File: src/rtl/udv_pkg.sv
// Shared types, byte classes, error codes and range limits of the UTF-8 decoder.
package udv_pkg;

	// one input item: a raw byte and the last-byte flag
	typedef struct packed {
		logic [7:0] data_byte;
		logic       end_of_buffer;
	} byte_item_t;

	// one result item
	typedef struct packed {
		logic        char_valid;
		logic [20:0] code_point;
		logic [2:0]  char_width;
		logic [3:0]  error_code;
		logic        buffer_end;
		logic        buffer_valid;
	} result_t;

	// byte classes found by the front end
	localparam logic [2:0] CLS_ASCII = 3'd0;
	localparam logic [2:0] CLS_CONT  = 3'd1;
	localparam logic [2:0] CLS_C0C1  = 3'd2;
	localparam logic [2:0] CLS_LEAD2 = 3'd3;
	localparam logic [2:0] CLS_LEAD3 = 3'd4;
	localparam logic [2:0] CLS_LEAD4 = 3'd5;
	localparam logic [2:0] CLS_HIGH  = 3'd6;

	// classified item between front and back
	typedef struct packed {
		logic [2:0] cls;
		logic [6:0] bits;   // payload bits of the byte, already masked
		logic       last;
	} cls_item_t;

	// error codes
	localparam logic [3:0] ERR_NONE      = 4'd0;
	localparam logic [3:0] ERR_STRAY     = 4'd1;
	localparam logic [3:0] ERR_C0C1      = 4'd2;
	localparam logic [3:0] ERR_HIGH_LEAD = 4'd3;
	localparam logic [3:0] ERR_MISSING   = 4'd4;
	localparam logic [3:0] ERR_OVERLONG  = 4'd5;
	localparam logic [3:0] ERR_SURROGATE = 4'd6;
	localparam logic [3:0] ERR_ABOVE_MAX = 4'd7;
	localparam logic [3:0] ERR_TRUNC     = 4'd8;

	// range limits
	localparam logic [20:0] MIN_LEN2  = 21'h00080;
	localparam logic [20:0] MIN_LEN3  = 21'h00800;
	localparam logic [20:0] MIN_LEN4  = 21'h10000;
	localparam logic [20:0] SURR_LO   = 21'h0D800;
	localparam logic [20:0] SURR_HI   = 21'h0DFFF;
	localparam logic [20:0] MAX_SCALAR = 21'h10FFFF;

	// 2-entry queues
	localparam int unsigned QUEUE_DEPTH = 2;

endpackage

File: src/rtl/udv_classify.sv
// Front end: sorts each incoming byte into its UTF-8 class and masks its payload bits.
module udv_classify (
	input  udv_pkg::byte_item_t byte_item,
	output udv_pkg::cls_item_t  cls_item
);

	logic [7:0] b;

	assign b = byte_item.data_byte;

	always_comb begin
		cls_item.last = byte_item.end_of_buffer;
		cls_item.bits = b[6:0];
		if (b inside {[8'h00:8'h7F]}) begin
			cls_item.cls  = udv_pkg::CLS_ASCII;
		end else if (b inside {[8'h80:8'hBF]}) begin
			cls_item.cls  = udv_pkg::CLS_CONT;
			cls_item.bits = {1'b0, b[5:0]};
		end else if (b inside {[8'hC0:8'hC1]}) begin
			cls_item.cls  = udv_pkg::CLS_C0C1;
		end else if (b inside {[8'hC2:8'hDF]}) begin
			cls_item.cls  = udv_pkg::CLS_LEAD2;
			cls_item.bits = {2'b00, b[4:0]};
		end else if (b inside {[8'hE0:8'hEF]}) begin
			cls_item.cls  = udv_pkg::CLS_LEAD3;
			cls_item.bits = {3'b000, b[3:0]};
		end else if (b inside {[8'hF0:8'hF4]}) begin
			cls_item.cls  = udv_pkg::CLS_LEAD4;
			cls_item.bits = {4'b0000, b[2:0]};
		end else begin
			cls_item.cls  = udv_pkg::CLS_HIGH;
		end
	end

endmodule

File: src/rtl/udv_queue.sv
// Two-entry queue of classified items between the front end and the decoder.
module udv_queue (
	input  logic               clk,
	input  logic               arst_n,
	input  logic               wr_en,
	input  udv_pkg::cls_item_t wr_item,
	output logic               full,
	input  logic               rd_en,
	output logic               rd_valid,
	output udv_pkg::cls_item_t rd_item
);

	udv_pkg::cls_item_t slot_q [udv_pkg::QUEUE_DEPTH];
	logic       wr_ptr_q;
	logic       rd_ptr_q;
	logic [1:0] count_q;
	logic       do_wr;
	logic       do_rd;

	assign full     = (count_q == 2'd2);
	assign rd_valid = (count_q != 2'd0);
	assign rd_item  = slot_q[rd_ptr_q];
	assign do_wr    = wr_en && !full;
	assign do_rd    = rd_en && rd_valid;

	always_ff @(posedge clk or negedge arst_n) begin
		if (!arst_n) begin
			wr_ptr_q <= 1'b0;
			rd_ptr_q <= 1'b0;
			count_q  <= 2'd0;
		end else begin
			if (do_wr) wr_ptr_q <= ~wr_ptr_q;
			if (do_rd) rd_ptr_q <= ~rd_ptr_q;
			if (do_wr && !do_rd)      count_q <= count_q + 2'd1;
			else if (do_rd && !do_wr) count_q <= count_q - 2'd1;
		end
	end

	always_ff @(posedge clk) begin
		if (do_wr) slot_q[wr_ptr_q] <= wr_item;
	end

endmodule

File: src/rtl/udv_back.sv
// Back end: sequence state, range checks and the two-entry result queue.
module udv_back (
	input  logic               clk,
	input  logic               arst_n,
	input  logic               in_valid,
	input  udv_pkg::cls_item_t in_item,
	output logic               in_take,
	output logic               empty,
	input  logic               pop,
	output udv_pkg::result_t   result
);

	// decoder state
	logic [1:0]  pend_q;
	logic [2:0]  len_q;
	logic [20:0] acc_q;
	logic        err_seen_q;

	logic [1:0]  pend_n;
	logic [2:0]  len_n;
	logic [20:0] acc_n;
	logic        err_seen_n;
	logic        emit;
	udv_pkg::result_t res;

	// result queue
	udv_pkg::result_t rslot_q [udv_pkg::QUEUE_DEPTH];
	logic       rwr_ptr_q;
	logic       rrd_ptr_q;
	logic [1:0] rcount_q;
	logic       rfull;
	logic       do_push;
	logic       do_pop;

	logic [20:0] acc_sh;
	logic [3:0]  err;

	assign rfull   = (rcount_q == 2'd2);
	assign in_take = in_valid && !rfull;
	assign acc_sh  = {acc_q[14:0], in_item.bits[5:0]};

	always_comb begin
		pend_n     = pend_q;
		len_n      = len_q;
		acc_n      = acc_q;
		err_seen_n = err_seen_q;
		err        = udv_pkg::ERR_NONE;
		emit       = 1'b0;
		res        = '0;

		if (!err_seen_q) begin
			if (pend_q != 2'd0) begin
				if (in_item.cls == udv_pkg::CLS_CONT) begin
					acc_n  = acc_sh;
					pend_n = pend_q - 2'd1;
					if (pend_q == 2'd1) begin
						// final byte: range checks on the assembled value
						case (len_q)
							3'd2: begin
								if (acc_sh < udv_pkg::MIN_LEN2) err = udv_pkg::ERR_OVERLONG;
							end
							3'd3: begin
								if (acc_sh < udv_pkg::MIN_LEN3) err = udv_pkg::ERR_OVERLONG;
								else if (acc_sh >= udv_pkg::SURR_LO &&
									acc_sh <= udv_pkg::SURR_HI)
									err = udv_pkg::ERR_SURROGATE;
							end
							3'd4: begin
								if (acc_sh < udv_pkg::MIN_LEN4) err = udv_pkg::ERR_OVERLONG;
								else if (acc_sh > udv_pkg::MAX_SCALAR)
									err = udv_pkg::ERR_ABOVE_MAX;
							end
							default: begin
								err = udv_pkg::ERR_NONE;
							end
						endcase
						if (err == udv_pkg::ERR_NONE) begin
							res.char_valid = 1'b1;
							res.code_point = acc_sh;
							res.char_width = len_q;
						end
						emit   = 1'b1;
						pend_n = 2'd0;
						len_n  = 3'd0;
						acc_n  = '0;
					end
				end else begin
					err  = udv_pkg::ERR_MISSING;
					emit = 1'b1;
				end
			end else begin
				case (in_item.cls)
					udv_pkg::CLS_ASCII: begin
						res.char_valid = 1'b1;
						res.code_point = {14'd0, in_item.bits};
						res.char_width = 3'd1;
						emit = 1'b1;
					end
					udv_pkg::CLS_CONT: begin
						err  = udv_pkg::ERR_STRAY;
						emit = 1'b1;
					end
					udv_pkg::CLS_C0C1: begin
						err  = udv_pkg::ERR_C0C1;
						emit = 1'b1;
					end
					udv_pkg::CLS_LEAD2: begin
						pend_n = 2'd1;
						len_n  = 3'd2;
						acc_n  = {14'd0, in_item.bits};
					end
					udv_pkg::CLS_LEAD3: begin
						pend_n = 2'd2;
						len_n  = 3'd3;
						acc_n  = {14'd0, in_item.bits};
					end
					udv_pkg::CLS_LEAD4: begin
						pend_n = 2'd3;
						len_n  = 3'd4;
						acc_n  = {14'd0, in_item.bits};
					end
					default: begin
						err  = udv_pkg::ERR_HIGH_LEAD;
						emit = 1'b1;
					end
				endcase
			end

			if (err != udv_pkg::ERR_NONE) begin
				err_seen_n = 1'b1;
				pend_n     = 2'd0;
				len_n      = 3'd0;
				acc_n      = '0;
			end else if (in_item.last && pend_n != 2'd0) begin
				// sequence still open at the end byte
				err        = udv_pkg::ERR_TRUNC;
				err_seen_n = 1'b1;
				emit       = 1'b1;
			end
		end

		res.error_code   = err;
		res.buffer_end   = in_item.last;
		res.buffer_valid = in_item.last && !err_seen_n;

		if (in_item.last) begin
			emit       = 1'b1;
			pend_n     = 2'd0;
			len_n      = 3'd0;
			acc_n      = '0;
			err_seen_n = 1'b0;
		end
	end

	assign do_push = in_take && emit;
	assign do_pop  = pop && !empty;
	assign empty   = (rcount_q == 2'd0);
	assign result  = rslot_q[rrd_ptr_q];

	always_ff @(posedge clk or negedge arst_n) begin
		if (!arst_n) begin
			pend_q     <= 2'd0;
			len_q      <= 3'd0;
			acc_q      <= '0;
			err_seen_q <= 1'b0;
			rwr_ptr_q  <= 1'b0;
			rrd_ptr_q  <= 1'b0;
			rcount_q   <= 2'd0;
		end else begin
			if (in_take) begin
				pend_q     <= pend_n;
				len_q      <= len_n;
				acc_q      <= acc_n;
				err_seen_q <= err_seen_n;
			end
			if (do_push) rwr_ptr_q <= ~rwr_ptr_q;
			if (do_pop)  rrd_ptr_q <= ~rrd_ptr_q;
			if (do_push && !do_pop)      rcount_q <= rcount_q + 2'd1;
			else if (do_pop && !do_push) rcount_q <= rcount_q - 2'd1;
		end
	end

	always_ff @(posedge clk) begin
		if (do_push) rslot_q[rwr_ptr_q] <= res;
	end

endmodule

File: src/rtl/utf8_stream_decoder_validator.sv
// Top level of the UTF-8 stream decoder and validator.
// Path: an accepted byte goes into the middle queue; the back end decodes it at the
//   queue head and writes its result into the result queue, after which empty falls.
// Throughput: one byte per cycle unless results back up; decode is combinational.
// Reset: arst_n clears both queues and the sequence state at once; no clearing pass.
module utf8_stream_decoder_validator (
	input  logic                clk,
	input  logic                arst_n,
	input  logic                push,
	output logic                full,
	input  udv_pkg::byte_item_t byte_item,
	output logic                empty,
	input  logic                pop,
	output udv_pkg::result_t    result
);

	// front end: classification happens on the way into the middle queue,
	// so the queue holds class codes and masked payload bits, not raw bytes
	udv_pkg::cls_item_t cls_in;
	udv_pkg::cls_item_t cls_head;
	logic               head_valid;
	logic               head_take;

	udv_classify u_classify (
		.byte_item (byte_item),
		.cls_item  (cls_in)
	);

	// middle queue: lets the byte source and the decoder stall on their own;
	// full is a registered count, so push never waits on pop combinationally
	udv_queue u_queue (
		.clk      (clk),
		.arst_n   (arst_n),
		.wr_en    (push),
		.wr_item  (cls_in),
		.full     (full),
		.rd_en    (head_take),
		.rd_valid (head_valid),
		.rd_item  (cls_head)
	);

	// back end: takes one classified item a cycle while its result queue has
	// room; an item that causes no result still moves the state on
	udv_back u_back (
		.clk      (clk),
		.arst_n   (arst_n),
		.in_valid (head_valid),
		.in_item  (cls_head),
		.in_take  (head_take),
		.empty    (empty),
		.pop      (pop),
		.result   (result)
	);

endmodule

File: config.mk
export PLATFORM = sky130hd
export DESIGN_NAME = utf8_stream_decoder_validator
export DESIGN_NICKNAME = d
export VERILOG_FILES = /design/src/rtl/udv_pkg.sv /design/src/rtl/udv_classify.sv /design/src/rtl/udv_queue.sv /design/src/rtl/udv_back.sv /design/src/rtl/utf8_stream_decoder_validator.sv
export SDC_FILE = /design/constraint.sdc
export NUM_CORES = 1
export LEC_CHECK = 0
export ABC_AREA = 1
export BUFFER_PORTS_ARGS = -buffer_cell sky130_fd_sc_hd__buf_2
export CAP_MARGIN = 20
export CORE_MARGIN = 2
export CORE_UTILIZATION = 60
export CTS_BUF_LIST = sky130_fd_sc_hd__clkbuf_16
export DETAILED_ROUTE_END_ITERATION = 6
export GPL_TIMING_DRIVEN = 1
export MAX_ROUTING_LAYER = met4
export PLACE_DENSITY = 0.87
export SETUP_SLACK_MARGIN = 0.15
export SLEW_MARGIN = 0
export SYNTH_ARGS = -nofsm -noshare
export SYNTH_HDL_FRONTEND = slang
export SYNTH_SLANG_ARGS = --single-unit
File: constraint.sdc
create_clock -name clk -period 7.8 [get_ports clk]
set_input_delay 0.39 -clock clk [delete_from_list [all_inputs] [get_ports clk]]
set_output_delay 0.39 -clock clk [all_outputs]
set_load 0.1 [all_outputs]
Word-level counts from Yosys, hierarchy flattened
Memory sizes are Yosys's and may differ from the RTL's.
Index checks and enable logic that the tools add are counted.
{ "word_totals": {"word_cells": 170, "rom_bits": 0, "latchBits": 0, "ram_bits": 84, "reg_bits": 29, "memories": 2, "out_inout_bits": 33, "input_bits": 13} }
{ "memory_table": {"columns": ["name", "depth", "width", "read_ports", "rd_ports_with_merged_regs", "write_ports", "line_no", "rtl"], "rows": [
  ["u_back.rslot_q", 2, 31, 1, 0, 1, "udv_back.sv:27", "udv_pkg::result_t rslot_q [udv_pkg::QUEUE_DEPTH];"],
  ["u_queue.slot_q", 2, 11, 1, 0, 1, "udv_queue.sv:13", "udv_pkg::cls_item_t slot_q [udv_pkg::QUEUE_DEPTH];"]
]} }
{ "op_classes": {"order_cmp": 18, "multipliers": 0, "div_mod_pow": 0, "shifts": 0, "n_addsub": 5, "reduce_logical": 42, "n_mux": 75, "eq_ne": 14, "bitwise_logic": 4} }
{ "ops": {"columns": ["cell", "n"], "rows": [
  ["$mux 25", 6],
  ["$mux 15", 7],
  ["$mux 4", 13],
  ["$ge 8x8->1 const B", 5],
  ["$le 8x8->1 const B", 5],
  ["$mux 3", 11],
  ["$mux 2", 12],
  ["$ge 21x16->1 const B", 1],
  ["$gt 21x21->1 const B", 1],
  ["$le 21x16->1 const B", 1],
  ["$lt 21x12->1 const B", 1],
  ["$lt 21x17->1 const B", 1],
  ["$lt 21x8->1 const B", 1],
  ["$mux 7", 3],
  ["$mux 10", 2],
  ["$logic_and 1x1->1", 18],
  ["$mux 1", 16],
  ["$eq 3x2->1 const B", 4],
  ["$pmux 2 s3", 2],
  ["$pmux 4 s3", 1],
  ["$reduce_bool 2->1", 5],
  ["$eq 3x3->1 const B", 3],
  ["$mux 9", 1],
  ["$pmux 3 s3", 1],
  ["21 further kinds", 37]
]} }

Logic depth before layout (Yosys ltp)
Gate-level depths: netlist of run 1.
An unclocked memory read counts as a cell.
{ "depth": {"ltp_word": 23, "ltp_mapped": 15, "mapped_depth_nobuf": 15} }

Hierarchy
From an unflattened synthesis of run 1, not the netlist that was laid out.
{ "hier_totals": {"hier_cells": 576, "area_unflattened_um2": 5390.2} }
{ "modules_own_cells": {"columns": ["mod", "area_per_inst_um2", "cells_each", "seq_area_each_um2", "instances"], "rows": [
  ["udv_back", 4184.0, 456, 2487.4, 1],
  ["udv_queue", 1039.7, 89, 760.7, 1],
  ["udv_classify", 166.4, 31, 0.0, 1]
]} }

Worst setup path before layout of run 1
No wires, ideal clock.
{ "synth_path": {"path_type": "reg-to-reg", "startpoint": "reg u_back.pend_q[0]", "endpoint": "mem u_back.rslot_q[1][0] (netlist bit) (enable)", "synth_period_minus_slack_ns": 3.187, "setup_slack_ns": 4.613, "arrival_time_ns": 2.767, "required_ns": 7.380, "n_path_buf": 2, "setup_time_ns": 0.420, "path_stages_with_launch": 10, "path_cell_list": "dfrtp_1 inv_1 ha_1 buf_2 inv_1 buf_2 nor2_1 o211ai_1 nand2_1 nor2_1"} }
{ "synth_between": {"elab_chain_cells": 14, "word_cells_on_any_way": 25, "classes_between": "add/sub: 1; eq/ne: 1; mux: 18; reduce/logical: 5"} }
{ "synth_rtl": {"columns": ["element", "line_no", "rtl"], "rows": [
  ["start: declaration", "udv_back.sv:14", "logic [1:0] pend_q;"],
  ["start signal: assignment", "udv_back.sv:171", "pend_q <= pend_n;"],
  ["$sub 2x1->2 or $eq 2x1->1 (tied branches)", "udv_back.sv:55, udv_back.sv:56", null],
  ["$mux 2", "udv_back.sv:56", "if (pend_q == 2'd1) begin"],
  ["$mux 2", "udv_back.sv:53", "if (in_item.cls == udv_pkg::CLS_CONT) begin"],
  ["$mux 2", "udv_back.sv:52", "if (pend_q != 2'd0) begin"],
  ["$mux 2", "udv_back.sv:51", "if (!err_seen_q) begin"],
  ["$reduce_bool 2->1", "udv_back.sv:134", "end else if (in_item.last && pend_n != 2'd0) begin"],
  ["$logic_and 1x1->1", "udv_back.sv:134", null],
  ["$mux 1", "udv_back.sv:134", null],
  ["$mux 1 *", "udv_back.sv:129", "if (err != udv_pkg::ERR_NONE) begin"],
  ["$mux 1 *", "udv_back.sv:51", null],
  ["$mux 1 *", "udv_back.sv:146", "if (in_item.last) begin"],
  ["$logic_and 1x1->1 *", "udv_back.sv:155", "assign do_push = in_take && emit;"],
  ["$mux 1 *", "udv_back.sv:184", "if (do_push) rslot_q[rwr_ptr_q] <= res;"],
  ["$mux 1 (not written as such) *", "udv_back.sv:184", null],
  ["end: declaration", "udv_back.sv:27", null]
]} }
Mark *: on every way between the ends. The rest lies on a longest branch, timed or not. The select of a mux whose other input is x is not followed.

==> results of run 1 <==
[synthesized netlist by cell type (all sizes together), types with 4 or more instances]
cell type and instances:
nor2 53, mux2i 6, nand3 37, inv 52, nand2 168, buf 9
clkbuf 12, xor2 4, nor3 33, dfrtp 29, edfxtp 84, a21oi 13
o21ai 34, ha 4
[kinds of logic after synthesis]
logic type      count (synthesis)
simple gates                  298
flops                         113
buf+inv                        73
compound gates                 50
xor+xnor                        6
mux                             6
fa+ha+maj                       4
[layer usage]
metal | track usage, % | share of wire (%) | vias up
met3 | 8.30 | 7.3 | 24
met1 | 31.7 | 41 | 1929
met5 | - | 0 | -
met4 | 7.80 | 1.8 | 0
met2 | 41.7 | 50 | 178
li1 | - | - | 1931
[worst max-delay path, stage by stage (launching register included)]
cell     delay, ns
dfrtp_1       0.74
inv_1         0.92
nand2_1       0.14
nand2_1       0.10
buf_2         0.42
[area by class of cell]
class | count | area, µm² | area share (%)
flip-flops and latches | 113 | 3250 | 52.1
multi-input cells | 364 | 1820 | 29.2
clock buffers | 17 | 425 | 6.82
repair buffers | 47 | 240 | 3.85
inverters | 52 | 195 | 3.13
clock inverters | 14 | 171 | 2.75
well taps | 108 | 135 | 2.17
[registers in the layout (all words and copies together) (netlist names)]
| signal | cells |
|---|---|
| u_queue.count_q | 2 |
| u_back.len_q | 3 |
| u_queue.slot_q | 22 |
| u_queue.rd_ptr_q | 1 |
| u_back.rcount_q | 2 |
| u_back.rslot_q | 62 |
| u_back.err_seen_q | 1 |
| u_back.rrd_ptr_q | 1 |
| u_back.rwr_ptr_q | 1 |
| u_queue.wr_ptr_q | 1 |
| u_back.acc_q | 15 |
| u_back.pend_q | 2 |
[metrics by stage]
| stage | instance area [µm²] | worst slack, ns | hold slack (ns) | utilization, % | std cells |
|---|---|---|---|---|---|
| global placement | 5640 | 4.97 | 0.464 | 64.7 | 684 |
| detailed placement | 5640 | 4.79 | 0.473 | 64.7 | 684 |
| global route | 6240 | 4.37 | 0.0694 | 71.5 | 715 |
| floorplan | 5380 | 4.61 | 0.0944 | - | 550 |
| finish | 6240 | 4.66 | 0.0231 | 71.5 | 715 |
| CTS | 6240 | 4.59 | 0.0453 | 71.5 | 715 |
[how the worst max path moves through the flow]
stage	from	end	slack [ns]	cells after the start
final	u_back.rrd_ptr_q$_DFFE_PN0P_	result[21]	4.66	4
after global routing	u_back.rrd_ptr_q$_DFFE_PN0P_	result[5]	4.37	4
after CTS	u_back.rrd_ptr_q$_DFFE_PN0P_	result[21]	4.59	4
after detailed placement	u_queue.rd_ptr_q$_DFFE_PN0P_	u_back.rcount_q[1]$_DFFE_PN0P_	4.79	12
after global placement	u_queue.rd_ptr_q$_DFFE_PN0P_	u_back.rcount_q[1]$_DFFE_PN0P_	4.97	12
after floorplan	u_back.pend_q[0]$_DFFE_PN0P_	u_back.rslot_q[1][0]$_DFFE_PP_	4.61	9
==> results summary, run 1 <==
The post-cts repair resize count came out at 0. The instance count of the mapped netlist came out at 550. The synthesized-area fraction occupied by ao, oa, aoi and oai cells is roughly 5.9%. The fraction of layout instances using a drive strength above 1 came out at between 10% and 20%. The final critical delay including setup and external delays is 3.14 ns.

The library cell used most frequently in the layout, excluding fill and tap cells, is nand2_1. The final setup TNS is 0 ns. The total global routing track utilization is about a quarter.

The end of the worst register-to-register path is u_back.rcount_q[1]$_DFFE_PN0P_. TritonCTS built the clock tree. Entering global routing, the biggest net connects 33 pins. The H-tree was split into 4 levels.

The number of violations reported at the end of detailed-routing iteration 0 is 285. The post-route antenna net violation count came out at 0. The post-synthesis average cell area is a little under 10 µm². In the final design database the tool counted roughly 610 nets. The via-per-instance ratio came out at around 5.7.

The layout filler cell count is between 500 and 600. The later pin in the worst-skew pair is clocked with a latency of just over 0.4 ns. The max capacitance violation total is 0.

The via count of the first global-routing pass is just under 4,000. The number of search-and-repair iterations in the first detailed-routing pass is 5. Synthesis instantiated 37 different standard cells from the library. The setup slack of the worst register-to-register path came out at 4.73 ns. STA classifies the critical path endpoint as an output port.

The post-synthesis mux area share is 1.12%. The critical-path maximum fanout is 32. At the pin with the least slew margin, the transition time is 1.01 ns.

The clock tree root buffer cell is clkbuf_16. The floorplan step set the die height to 98.7 µm. The total count of max-transition violations in the final report came out at 0. The final number of hold-violating endpoints is 0. The clock buffer count from CTS is 17. The maximum clock frequency came out at 318 MHz. The post-detailed-placement half-perimeter wirelength is between 7 and 8 mm. The total of warnings raised by yosys came out at 0. The tightest min-delay check is of the in2async type. The data arrival time at the worst-slack endpoint came out at approximately 2.8 ns. In this run, post-CTS hold repair placed 0 buffers. The flow ran to the end, and the final reports show no timing, DRC or antenna violations. The final routed wire length divided by cell count is 16.0 µm.

In this run, synthesis produced a sequential element count of between 100 and 150. On the final layout, the worst clock skew is 0.00791 ns. The final-report setup violation count is 0. In this run the post-CTS setup repair buffer count came out at 0. The required time of the critical path came out at about 7.4 ns. The count of cells along the worst register-to-register path is 12. The TritonCTS sink count is 113. The setup path with the least slack is of type reg2out.

The maximum clock path buffer count is 2. The count of buffers from port buffering came out at 45. The detailed-route via count is ~4,100. The count of unresolved DRC violations after routing is 0. In the synthesized netlist the dominant register cell turns out to be edfxtp_1. The synthesized design spends more area on one cell type than any other, namely edfxtp_1. The region available for standard cell placement spans around 8700 µm². The initial antenna violation count came out at 0. After floorplanning, the core was divided into 34 placement rows. The share of the clock period used by the worst path came out at between 40% and 50%. The synthesized netlist devotes 0.976% of its cell area to XOR and XNOR gates. Of the post-synthesis cell area, the dominant cell type holds a little under half. The aggregate routed wire length came out at 11.5 mm. In the layout the commonest cells are nand2_1, edfxtp_1, inv_1, nor2_1, buf_2. Yosys attributes the largest share of cell area to edfxtp_1, dfrtp_1, nand2_1. The final weighted congestion in routability-driven placement is between 0.9 and 1. The tightest slew margin relative to the limit is between 30% and 40%. The number of top-level design ports came out at 46. The cell area that synthesis handed to floorplanning was 5380 µm².

0 antenna diodes ended up in the layout. The width of the chip is about 99 µm. For this configuration, the core starts out at a cell density of between 60% and 70%. The total overflow left after global routing is 0. Setup repair after global routing left no endpoint under its margin. The synthesized net count came out at about 570. Summing the areas of all fa, ha and maj instances in the mapped netlist gives 0.930% of the synthesized area. The worst register-to-register path begins at u_queue.rd_ptr_q$_DFFE_PN0P_. The largest family of logic cells by synthesized area is simple AND/OR/NAND/NOR gates. The simple logic cell fraction of the synthesized area came out at 24.8%. The number of enable flip-flop cells after synthesis is 84. The worst setup path is launched from a register. Compared with the post-synthesis result, the final layout area differs by 15.9%.

The wire length of the first global-routing pass is 18.9 mm. The floorplan die area came out at 9740 µm². Of all flip-flops after synthesis, the portion carrying an async set or reset was roughly a quarter.

The clock transition at the register clock pins on the worst setup and hold paths after CTS came out at ~0.050 ns. Of the synthesized area, sequential elements account for 60.3%.
Power of run 1 is not shown: default switching activity piles up to over one toggle a cycle in this logic, so the estimate is an artifact.
==> inputs of run 2 (changes only) <==
--- a/config.mk
+++ b/config.mk
@@ -5,16 +5,16 @@
 export SDC_FILE = /design/constraint.sdc
 export NUM_CORES = 1
 export LEC_CHECK = 0
-export ABC_AREA = 1
+export ABC_AREA = 0
 export BUFFER_PORTS_ARGS = -buffer_cell sky130_fd_sc_hd__buf_2
 export CAP_MARGIN = 20
 export CORE_MARGIN = 2
-export CORE_UTILIZATION = 60
+export CORE_UTILIZATION = 59
 export CTS_BUF_LIST = sky130_fd_sc_hd__clkbuf_16
 export DETAILED_ROUTE_END_ITERATION = 6
 export GPL_TIMING_DRIVEN = 1
 export MAX_ROUTING_LAYER = met4
-export PLACE_DENSITY = 0.87
+export PLACE_DENSITY = 0.86
 export SETUP_SLACK_MARGIN = 0.15
 export SLEW_MARGIN = 0
 export SYNTH_ARGS = -nofsm -noshare
==> constraint.sdc (replaced) <==
create_clock -name clk -period 3.1 [get_ports clk]
set_input_delay 0.155 -clock clk [delete_from_list [all_inputs] [get_ports clk]]
set_output_delay 0.155 -clock clk [all_outputs]
set_load 0.1 [all_outputs]
==> run 2 against run 1 <==
Global-route usage fell by 2.1 points. Area after synthesis fell by 4.8%. Design area fell by 1.5%. Highest routed layer unchanged. Setup slack got worse by 4.3 ns. Largest cell class unchanged. Critical endpoint is now u_back.acc_q[8]$_DFFE_PN0P_. First-iteration DRC count rose by 12%. Non-clock buffer count rose by 11. Via count fell by 19%.
==> results summary, run 2 <==
The pre-CTS setup slack came out at 0.292 ns (-4.50 ns). The vertical die dimension is 97.2 µm (-1.5%). The antenna diode instance count came out at 0 (unchanged). The data arrival time at the worst-slack endpoint came to 3.09 ns (+0.34 ns). The worst-margin pin slew came out at 0.987 ns (-0.0248 ns). The TritonCTS clock tree is built. After synthesis, the largest family of logic cells by area is simple AND/OR/NAND/NOR gates. The xor-xnor portion of the synthesized cell area is 2.05% (+1.1 points). The final setup TNS came out at 0 ns (unchanged). The simple logic cell fraction of the synthesized area is 13.4% (-11 points). The placeable core region came to 8550 µm² (-2.0%). u_back.rslot_q holds more flip-flops than any other register. The pin count of the biggest net entering global routing is 33 (unchanged).

The largest registers in the layout are u_back.rslot_q: 62 flops, u_queue.slot_q: 22 flops, u_back.acc_q: 15 flops. The proportion of register bits with asynchronous set or reset after synthesis is 25.7% (unchanged). The final critical delay including setup and external delays came out at about 2.8 ns. The via-per-instance ratio is 5.94 (+4.5%). The library cell used most frequently in the layout, excluding fill and tap cells, is edfxtp_1. The max capacitance violation total came out at 0 (unchanged). The clock buffer count from CTS was 17 (unchanged). Walking the worst path, the cells encountered are mux2i_1 > nand2_1 > o21ai_2 > nor2b_1 > nor2_1. The root buffer cell chosen for the clock tree is clkbuf_16. The number of top-level design ports is 46 (unchanged). The post-synthesis average cell area is 13.7 µm² (+40%). The total count of max-transition violations in the final report is 0 (unchanged). edfxtp_1 is the most common cell in the netlist. The worst setup margin came out at 0.330 ns (-4.33 ns). The critical path's largest stage delay is 0.82 ns (-0.10 ns). The footprint of the multi-input gates came out at 1770 µm² (-3.2%).

The tightest slew margin relative to the limit is 34.2% (+1.9 points). The leftover overflow at the end of global routing came to 0 (unchanged). By count the netlist is led by edfxtp_1, mux2_2, dfrtp_1. STA classifies the critical path startpoint as a register. The area growth from synthesis to layout is 19.9%. The initial antenna violation count is 0 (unchanged). The final clock skew came to 0.0144 ns (+0.00644 ns). The synthesized-area fraction occupied by ao, oa, aoi and oai cells is 7.08% (+1.2 points).

The final weighted congestion in routability-driven placement came to 0.869 (-9.2%). The via count of the first global-routing pass is 3,405 (-13%). The critical-path maximum fanout came out at 18 (-44%). The share of the clock period used by the worst path came out at 89.4%.

The library cell contributing the largest single delay on the critical path is o21ai_2. The total number of placement rows is 34 (unchanged). The post-synthesis sequential area ratio is 63.4% (+3.0 points).

The library cells used most frequently in the layout, excluding fill and tap cells, are edfxtp_1, buf_2, mux2_2, dfrtp_1, nor2_1. The combined area of all synthesized cells is 5130 µm² (-4.8%). The number of enable flip-flop cells after synthesis is 84 (unchanged). The wire length of the first global-routing pass came out at 17.1 mm (-9.4%). The count of unresolved DRC violations after routing is 0 (unchanged). The distinct cell type count of the synthesized netlist came out at 67 (+81%). The TritonCTS sink count came out at 113 (unchanged).

The floorplan die area came out at 9450 µm² (-3.0%). The count of buffers from port buffering is 45 (unchanged). The count of state elements after synthesis came out at 113 (unchanged). The total number of nets in the final design is 452 (-26%). The area of all sequential standard cells came out at 3250 µm² (unchanged).

The post-CTS setup repair buffer count came to 0 (unchanged). The flow ran to the end, and the final reports show no timing, DRC or antenna violations. The aggregate routed wire length is 10.4 mm (-9.5%). The primary flip-flop cell chosen by synthesis mapping is edfxtp_1. The clock latency on the worst-skew pair came out at 0.41 ns (about the same). The setup slack of the worst register-to-register path was 0.33 ns (-4.40 ns).

STA classifies the critical path endpoint as a register. The instance count of the mapped netlist came out at 373 (-32%). The fraction of layout instances using a drive strength above 1 came to 29.5% (+10 points).

The final routed wire length divided by cell count was 18.7 µm (+16%). The post-route antenna net violation count came out at 0 (unchanged). The synthesized net count is 390 (-31%). The post-detailed-placement half-perimeter wirelength came to 6.88 mm (-9.6%). The number of flip-flops under the largest register name came to 62 (unchanged). Of all cell types, the one taking the most synthesized area is edfxtp_1. The number of search-and-repair iterations in the first detailed-routing pass came out at 4 (-1).

The width of the chip is 97.2 µm (-1.5%). The layout filler cell count is 586 (+2.6%). The final number of hold-violating endpoints came out at 0 (unchanged).

Setup repair after global routing could not meet its margin everywhere. The detailed-route via count is 3,302 (-19%). The clock transition at the register clock pins on the worst setup and hold paths after CTS was 0.06 ns (about the same). The path class of the tightest hold or removal check is in2reg. The total global routing track utilization is 23.8% (-2.1 points). The maximum clock frequency came out at around 360 MHz.

The number of violations reported at the end of detailed-routing iteration 0 came out at 319 (+12%). The initial core utilization came out at 60.0% (-1.8 points). The total of warnings raised by yosys came to 0 (unchanged). The adder and majority cell fraction of the synthesized area is 0.976% (+0.047 points).

The post-synthesis mux area share is 10.8% (+9.6 points). The deepest level of the CTS H-tree came out at 4 (unchanged). Ranked by total cell area, the synthesized netlist is headed by edfxtp_1, dfrtp_1, mux2_2. The final-report setup violation count is 0 (unchanged). The area share of the largest cell type after synthesis is 49.2% (+2.3 points).

The worst setup path is of the reg2reg kind. The required time of the critical path is 3.42 ns (-3.99 ns). The maximum clock path buffer count was 2 (unchanged).
==> run 2: changes by cell type after synthesis, sizes merged, moves of 10 or more <==
| cell | change |
|---|---|
| or3 | +10 |
| and2 | +20 |
| nor3 | -22 |
| o21ai | -27 |
| nand3 | -32 |
| mux2 | +33 |
| mux2i | +12 |
| nor2 | -28 |
| inv | -39 |
| nand2 | -155 |
==> run 2: what timing repair did <==
item,in CTS,in global routing
resized for setup,0,1
hold endpoints to repair,39,0
setup endpoints to repair,0,11
hold buffers,6,0
==> run 2: final cells by class <==
cell class / count / share of cell area, %
Clock inverter: 15 / 2.95
Inverter: 14 / 0.855
Sequential cell: 113 / 52.9
Timing Repair Buffer: 58 / 5.50
Multi-Input combinational cell: 231 / 28.7
Clock buffer: 17 / 6.92
Tap cell: 108 / 2.20
==> run 2: stage by stage <==
step           std cells  utilization, %  hold WS, ns  instance area (µm²)
3_3_place_gp         518            64.0        0.224                 5480
3_5_place_dp         518            64.0        0.237                 5480
6_report             556            71.9       0.0608                 6150
2_1_floorplan        373               -       -0.141                 5130
5_1_grt              556            71.9       0.0900                 6150
4_1_cts              556            71.8       0.0603                 6140
==> run 2: kinds of logic (layout without fill, tap and decap cells) <==
| kind of cell | Yosys count | in the layout |
|---|---|---|
| AO/OA/AOI/OAI | 47 | 47 |
| XOR/XNOR | 12 | 12 |
| adder cells (fa/ha/maj) | 4 | 4 |
| buffers and inverters | 29 | 104 |
| flip-flops | 113 | 113 |
| multiplexers | 51 | 51 |
| AND/OR/NAND/NOR | 117 | 117 |
==> run 2: critical path: cells and delay by family (launching register included) <==
kind	cells	cell delay, ns
mux	1	0.55
flops	1	0.52
simple gates	3	0.80
compound gates	1	0.82
==> run 2: per-layer routing <==
metal	global-route usage [%]	share of wire (%)	vias to the layer above
li1	-	-	1539
met5	-	0	-
met3	5.61	5.1	21
met4	9.29	2.0	0
met1	28.3	40	1625
met2	39.6	52	117
==> run 2: worst paths after layout <==
kind                                              startpoint                           end  cells past startpoint
worst max register to register  u_queue.rd_ptr_q$_DFFE_PN0P_   u_back.acc_q[8]$_DFFE_PN0P_                      5
max in group asynchronous                             arst_n   u_back.acc_q[5]$_DFFE_PN0P_                      2
worst max-delay path            u_queue.rd_ptr_q$_DFFE_PN0P_   u_back.acc_q[8]$_DFFE_PN0P_                      5
worst min register to register  u_queue.wr_ptr_q$_DFFE_PN0P_  u_queue.wr_ptr_q$_DFFE_PN0P_                      1
min in group asynchronous                             arst_n  u_queue.wr_ptr_q$_DFFE_PN0P_                      2
worst min-delay path                                    push  u_queue.wr_ptr_q$_DFFE_PN0P_                      3
Power of run 2 is left out for the same reason.
